`src/sv/knnjw_pkg.sv`:
```
// Package for the Jaccard-weighted kNN edge scorer.
// Holds field widths, register indexes, reset values and the controller command struct.
// No dependencies.
`default_nettype none

package knnjw_pkg;

  localparam int ID_W      = 10;
  localparam int SLOT_W    = 4;
  localparam int KCFG_W    = 5;
  localparam int THR_W     = 17;
  localparam int WEIGHT_W  = 17;
  localparam int STEP_W    = 5;
  localparam int CFG_IDX_W = 1;
  localparam int CFG_DAT_W = 17;

  localparam logic [KCFG_W-1:0]   K_RESET   = 5'd16;
  localparam logic [THR_W-1:0]    THR_RESET = 17'd3277;
  localparam logic [WEIGHT_W-1:0] ONE_Q16   = 17'h10000;

  localparam logic [CFG_IDX_W-1:0] REG_NEIGHBOURS_USED = 1'b0;
  localparam logic [CFG_IDX_W-1:0] REG_KEEP_THRESHOLD  = 1'b1;

  localparam logic OP_LOAD    = 1'b0;
  localparam logic OP_COMPUTE = 1'b1;

  typedef struct packed {
    logic wr_en;
    logic latch;
    logic rd_en;
    logic rd_row_j;
    logic clear_hit;
    logic div_init;
    logic div_step;
    logic emit;
    logic last;
  } cmd_t;

endpackage

`default_nettype wire

```
`src/sv/knnjw_ctrl.sv`:
```
// Controller state machine: sequences row reads, the shared-id scan, the divider and emits.
// Depends on knnjw_pkg; drives knnjw_dpath through cmd_t plus column and neighbour counters.
`default_nettype none

module knnjw_ctrl import knnjw_pkg::*; #(
  parameter int MAX_NEIGHBOURS = 16,
  localparam int KW = $clog2(MAX_NEIGHBOURS + 1)
) (
  input  logic          clk_i,
  input  logic          rst_ni,
  input  logic          start,
  input  logic          opcode_i,
  input  logic [KW-1:0] k_i,
  output logic          busy,
  output cmd_t          cmd_o,
  output logic [KW-1:0] col_o,
  output logic [KW-1:0] nbr_o
);

  localparam logic [2:0] S_IDLE  = 3'd0;
  localparam logic [2:0] S_ROWI  = 3'd1;
  localparam logic [2:0] S_GAP   = 3'd2;
  localparam logic [2:0] S_SCAN  = 3'd3;
  localparam logic [2:0] S_WAIT  = 3'd4;
  localparam logic [2:0] S_DINIT = 3'd5;
  localparam logic [2:0] S_DIV   = 3'd6;
  localparam logic [2:0] S_EMIT  = 3'd7;

  logic [2:0]        state_q, state_d;
  logic [KW-1:0]     col_q, col_d;
  logic [KW-1:0]     nbr_q, nbr_d;
  logic [STEP_W-1:0] step_q, step_d;
  logic [KW-1:0]     k_last;
  cmd_t              cmd;

  assign k_last = k_i - KW'(1);

  always_comb begin
    cmd     = '0;
    state_d = state_q;
    col_d   = col_q;
    nbr_d   = nbr_q;
    step_d  = step_q;
    case (state_q)
      S_IDLE: begin
        if (start) begin
          if (opcode_i == OP_LOAD) begin
            cmd.wr_en = 1'b1;
          end else begin
            cmd.latch = 1'b1;
            col_d     = '0;
            state_d   = S_ROWI;
          end
        end
      end
      S_ROWI: begin
        cmd.rd_en = 1'b1;
        if (col_q == k_last) begin
          state_d = S_GAP;
        end else begin
          col_d = col_q + KW'(1);
        end
      end
      S_GAP: begin
        cmd.clear_hit = 1'b1;
        col_d         = '0;
        nbr_d         = '0;
        state_d       = S_SCAN;
      end
      S_SCAN: begin
        cmd.rd_en    = 1'b1;
        cmd.rd_row_j = 1'b1;
        if (col_q == k_last) begin
          state_d = S_WAIT;
        end else begin
          col_d = col_q + KW'(1);
        end
      end
      S_WAIT: begin
        state_d = S_DINIT;
      end
      S_DINIT: begin
        cmd.div_init = 1'b1;
        step_d       = '0;
        state_d      = S_DIV;
      end
      S_DIV: begin
        cmd.div_step = 1'b1;
        if (step_q == STEP_W'(WEIGHT_W - 1)) begin
          state_d = S_EMIT;
        end else begin
          step_d = step_q + STEP_W'(1);
        end
      end
      S_EMIT: begin
        cmd.emit = 1'b1;
        cmd.last = (nbr_q == k_last);
        if (nbr_q == k_last) begin
          state_d = S_IDLE;
        end else begin
          nbr_d         = nbr_q + KW'(1);
          col_d         = '0;
          cmd.clear_hit = 1'b1;
          state_d       = S_SCAN;
        end
      end
      default: begin
        state_d = S_IDLE;
      end
    endcase
  end

  always_ff @(posedge clk_i or negedge rst_ni) begin
    if (!rst_ni) begin
      state_q <= S_IDLE;
      col_q   <= '0;
      nbr_q   <= '0;
      step_q  <= '0;
    end else begin
      state_q <= state_d;
      col_q   <= col_d;
      nbr_q   <= nbr_d;
      step_q  <= step_d;
    end
  end

  assign busy  = (state_q != S_IDLE);
  assign cmd_o = cmd;
  assign col_o = col_q;
  assign nbr_o = nbr_q;

  a_col_in_range: assert property (@(posedge clk_i) disable iff (!rst_ni)
    (state_q == S_ROWI || state_q == S_SCAN) |-> (col_q < k_i))
    else $error("column counter beyond K");

  a_last_ends_item: assert property (@(posedge clk_i) disable iff (!rst_ni)
    (state_q == S_EMIT && nbr_q == k_last) |=> (state_q == S_IDLE))
    else $error("final edge did not return to idle");

  a_div_starts_clean: assert property (@(posedge clk_i) disable iff (!rst_ni)
    (state_q == S_DINIT) |=> (state_q == S_DIV && step_q == '0))
    else $error("divider did not start at step zero");

  a_no_request_when_busy: assert property (@(posedge clk_i) disable iff (!rst_ni)
    (state_q != S_IDLE) |-> (!cmd.wr_en && !cmd.latch))
    else $error("request taken while busy");

endmodule

`default_nettype wire

```
`config.mk`:
```
export PLATFORM = sky130hd
export DESIGN_NAME = knnjw_ctrl
export DESIGN_NICKNAME = d
export VERILOG_FILES = /design/src/sv/knnjw_pkg.sv /design/src/sv/knnjw_ctrl.sv
export SDC_FILE = /design/constraint.sdc
export NUM_CORES = 1
export LEC_CHECK = 0
export BUFFER_PORTS_ARGS = -buffer_cell sky130_fd_sc_hd__buf_2
export CORE_ASPECT_RATIO = 1.5
export CORE_MARGIN = 8
export CORE_UTILIZATION = 44
export CTS_CLUSTER_DIAMETER = 80
export DETAILED_ROUTE_END_ITERATION = 8
export GPL_TIMING_DRIVEN = 0
export PLACE_DENSITY_LB_ADDON = 0.3
export SLEW_MARGIN = 20
export SYNTH_ARGS = -nofsm -noshare
export SYNTH_HDL_FRONTEND = slang
export SYNTH_SLANG_ARGS = --single-unit
```
`constraint.sdc`:
```
create_clock -name clk_i -period 3.3 [get_ports clk_i]
set_input_delay 0.33 -clock clk_i [delete_from_list [all_inputs] [get_ports clk_i]]
set_output_delay 0.33 -clock clk_i [all_outputs]
set_load 0.01 [all_outputs]
```
==> key figures <==
Floorplanning
  • Starting Density: 0.4531
  • Floorplan core area: 0.002853 sq mm
  • Die ar.: 0.004963 sq mm
  • Die height: 82.38 um
  • I/O pin count: 29
  • Die Wd: 60.25 um
  • Rows: 24

Power
  • Leakage: 0.0007522 uW
  • Peak VDD IR: 0.0003870 V
  • Total power: 1078 uW
  • Pwr Density: 701.6 mW/mm^2

Yosys
  • Post-synth EDFFs: 0
  • Synthesis-stage register bit count: 18
  • Top cells by area, synth: dfrtp_1, xor2_1, nand2_1
  • Synth warnings: 0
  • Post-Synthesis Cells: 152
  • Synthesized area: 0.001292 sq mm
  • Synth top area share: 0.3485
  • Synth cell types: 44
  • Mapped Nets: 166
  • Ys async rst share: 1.000
  • Post-Syn Area per Cell: 8.503 sq um
  • Yosys top cell by area: dfrtp_1
  • Sequential-to-total area share from yosys stat: 0.3485
  • Top_reg_cell synth: dfrtp_1

Critical path
  • WP data required: 2.97 ns
  • Reg2Reg Launch Point: nbr_o[4]$_DFFE_PN0P_
  • Critical Path Most Common Cell: buf_2
  • Buffer and inverter count on the worst path: 3
  • CP startpoint: k_i[0]
  • WP data arrival: 2.36 ns
  • Worst-path fanout max: 4
  • Worst setup SP type: input pin
  • CP max stage delay: 0.56 ns
  • Worst path cell trace: buf_2 -> inv_1 -> ha_1 -> nor3b_2 -> a21oi_1 -> or4_4 -> nor2_1 -> nor3_1 -> o21a_1 -> buf_2
  • CP top delay family: simple AND/OR/NAND/NOR gates
  • WS Path Type: input pin to primary output
  • Critical path endpoint category: primary output
  • Worst path slowest cell: or4_4

Timing
  • Final setup viols: 0
  • Fin Setup TNS: 0 ns
  • Crit share post-route: 0.8145
  • Hold_ws: 0.001168 ns
  • Clock Skews: 0.003353 ns
  • Setup repair after global routing missed its margin: no
  • Min cycle time layout: 2.688 ns
  • Final Hold Vio Count: 0
  • Slew margin rel.: 0.5382
  • Pins Over Slew Limit: 0
  • FMAX: 0.3721 GHz
  • Slew @ Worst Pin: 0.6881 ns

Final layout
  • Final Non-Filler Cells: 223
  • Area growth from synthesis to layout: 18.88%
  • Fin area: 0.001536 sq mm
  • Commonest non-fill, non-tap cells in the layout: buf_2, dfrtp_1, nand2_1
  • Fill cells: 274
  • Number of diodes: 0
  • Commonest non-fill, non-tap cell in the layout: buf_2
  • Final #Nets: 199
  • Share of post-route cells with drive strength above 1: 0.2065

Clock network
  • Clk_lat worst skew: 0.26 ns
  • H-tree levels: 1
  • Clock-pin slew on the worst setup and hold paths: 0.07 ns
  • Setup Buffers After CTS: 0
  • CTS Buf Count: 3
  • Clk buf depth: 2
  • Clk Tree Root Cell: clkbuf_8
  • CTS Hold Bufs: 0
  • Post-cts sizing count: 0
  • Clk sinks: 18
  • CTS tree: yes

Placement
  • Area after DPL: 0.001481 sq mm
  • Placed cells: 219
  • Final GP Congestion: 0.8249
  • Input/output buffers: 28
  • Final HPWL DP: 2.508 mm

Route
  • Routed WL: 3.226 mm
  • Pre-antenna DRT Iters: 6
  • Via density: 5.543
  • Total number of vias: 1236
  • Final ANT Viol Nets: 0
  • Wire length per cell: 14.47 um
  • Remaining DRCs: 0
  • First DRT Iteration DRCs: 52

GRT
  • Vias in the first global route: 1339
  • Initial antenna violation count: 0
  • Gr ovfl total: 0
  • First-pass GRT wire length: 5.630 mm
  • Largest net degree at the start of global routing: 19
  • GRT Total Usage: 0.1454

Run status
  • Outcome: finished clean

Job
  • Max cap viols: 0

Worst hold path
  • HP Class: input pin to async pin
## cells by family (layout without fill, tap and decap cells)
family	after synthesis	in the layout	share of synthesized area
buf+inv	18	50	0.05808
compound gates	34	34	0.1781
flops	18	18	0.3485
fa+ha+maj	5	5	0.04840
mux	3	3	0.02420
xor+xnor	17	17	0.1152
simple gates	57	57	0.2275
## synthesized netlist by cell type, types with 2 or more instances
| cell | n |
|---|---|
| a21boi_0 | 2 |
| a21oi_1 | 8 |
| clkbuf_1 | 4 |
| dfrtp_1 | 18 |
| ha_1 | 5 |
| inv_1 | 13 |
| mux2i_1 | 2 |
| nand2_1 | 17 |
| nand2b_1 | 3 |
| nand3_1 | 3 |
| nand4_1 | 4 |
| nor2_1 | 16 |
| nor3_1 | 4 |
| o2111ai_1 | 2 |
| o211ai_1 | 2 |
| o21ai_0 | 5 |
| o22ai_1 | 2 |
| xnor2_1 | 7 |
| xor2_1 | 10 |
## cell type report
class                   count  area, sq um  area share
inverters                  13        48.80     0.03176
flip-flops and latches     18        450.4      0.2932
plain buffers               5        26.28     0.01710
well taps                  39        48.80     0.03176
clock buffers               4        55.05     0.03583
repair buffers             28        140.1     0.09121
multi-input cells         116        767.0      0.4992
## layer usage
layer,up-vias,GRT usage,wire length [um]
li1,599,-,-
met1,584,0.1528,1223
met2,46,0.2661,1733
met3,7,0.03411,219
met4,0,0.05995,49
met5,-,0,0
## worst reg2reg max path, cell delays in order (launching register included)
cell and delay [ns]:
dfrtp_1 0.41, xnor2_1 0.22, a21oi_1 0.06, or4_4 0.56, or2_1 0.25, buf_6 0.14
and4_1 0.19, or3_1 0.34
## power breakdown
part | internal [uW] | switching [uW] | leakage (uW) | total (uW)
Combinational | 218 | 303 | 0.000494 | 520
Sequential | 292 | 85.7 | 0.000229 | 378
Clock | 106 | 73.9 | 0.0000288 | 180
Total | 616 | 462 | 0.000752 | 1080
## stage by stage
stage | worst slack (ns) | util
global placement | 0.5975 | 0.5193
floorplan | 0.9002 | -
detailed placement | 0.5330 | 0.5193
finish | 0.6123 | 0.5386
global route | 0.4311 | 0.5386
CTS | 0.5935 | 0.5386
## worst paths after layout
path	end	slack, ns	depth (start not counted)
worst max-delay path	cmd_o[4]	0.61	10
worst max register to register	nbr_o[1]$_DFFE_PN0P_	1.00	7
max in group asynchronous	col_o[4]$_DFFE_PN0P_	3.01	1
min in group clk_i	nbr_o[3]$_DFFE_PN0P_	0.55	1
worst min register to register	nbr_o[3]$_DFFE_PN0P_	0.55	1
worst min-delay path	step_q[3]$_DFFE_PN0P_	0.001	1
## flip-flops by register name, summed over array words and instances (netlist names)
signal,cells
col_o,5
step_q,5
state_q,3
nbr_o,5
Power figures use the tool's default switching activity.
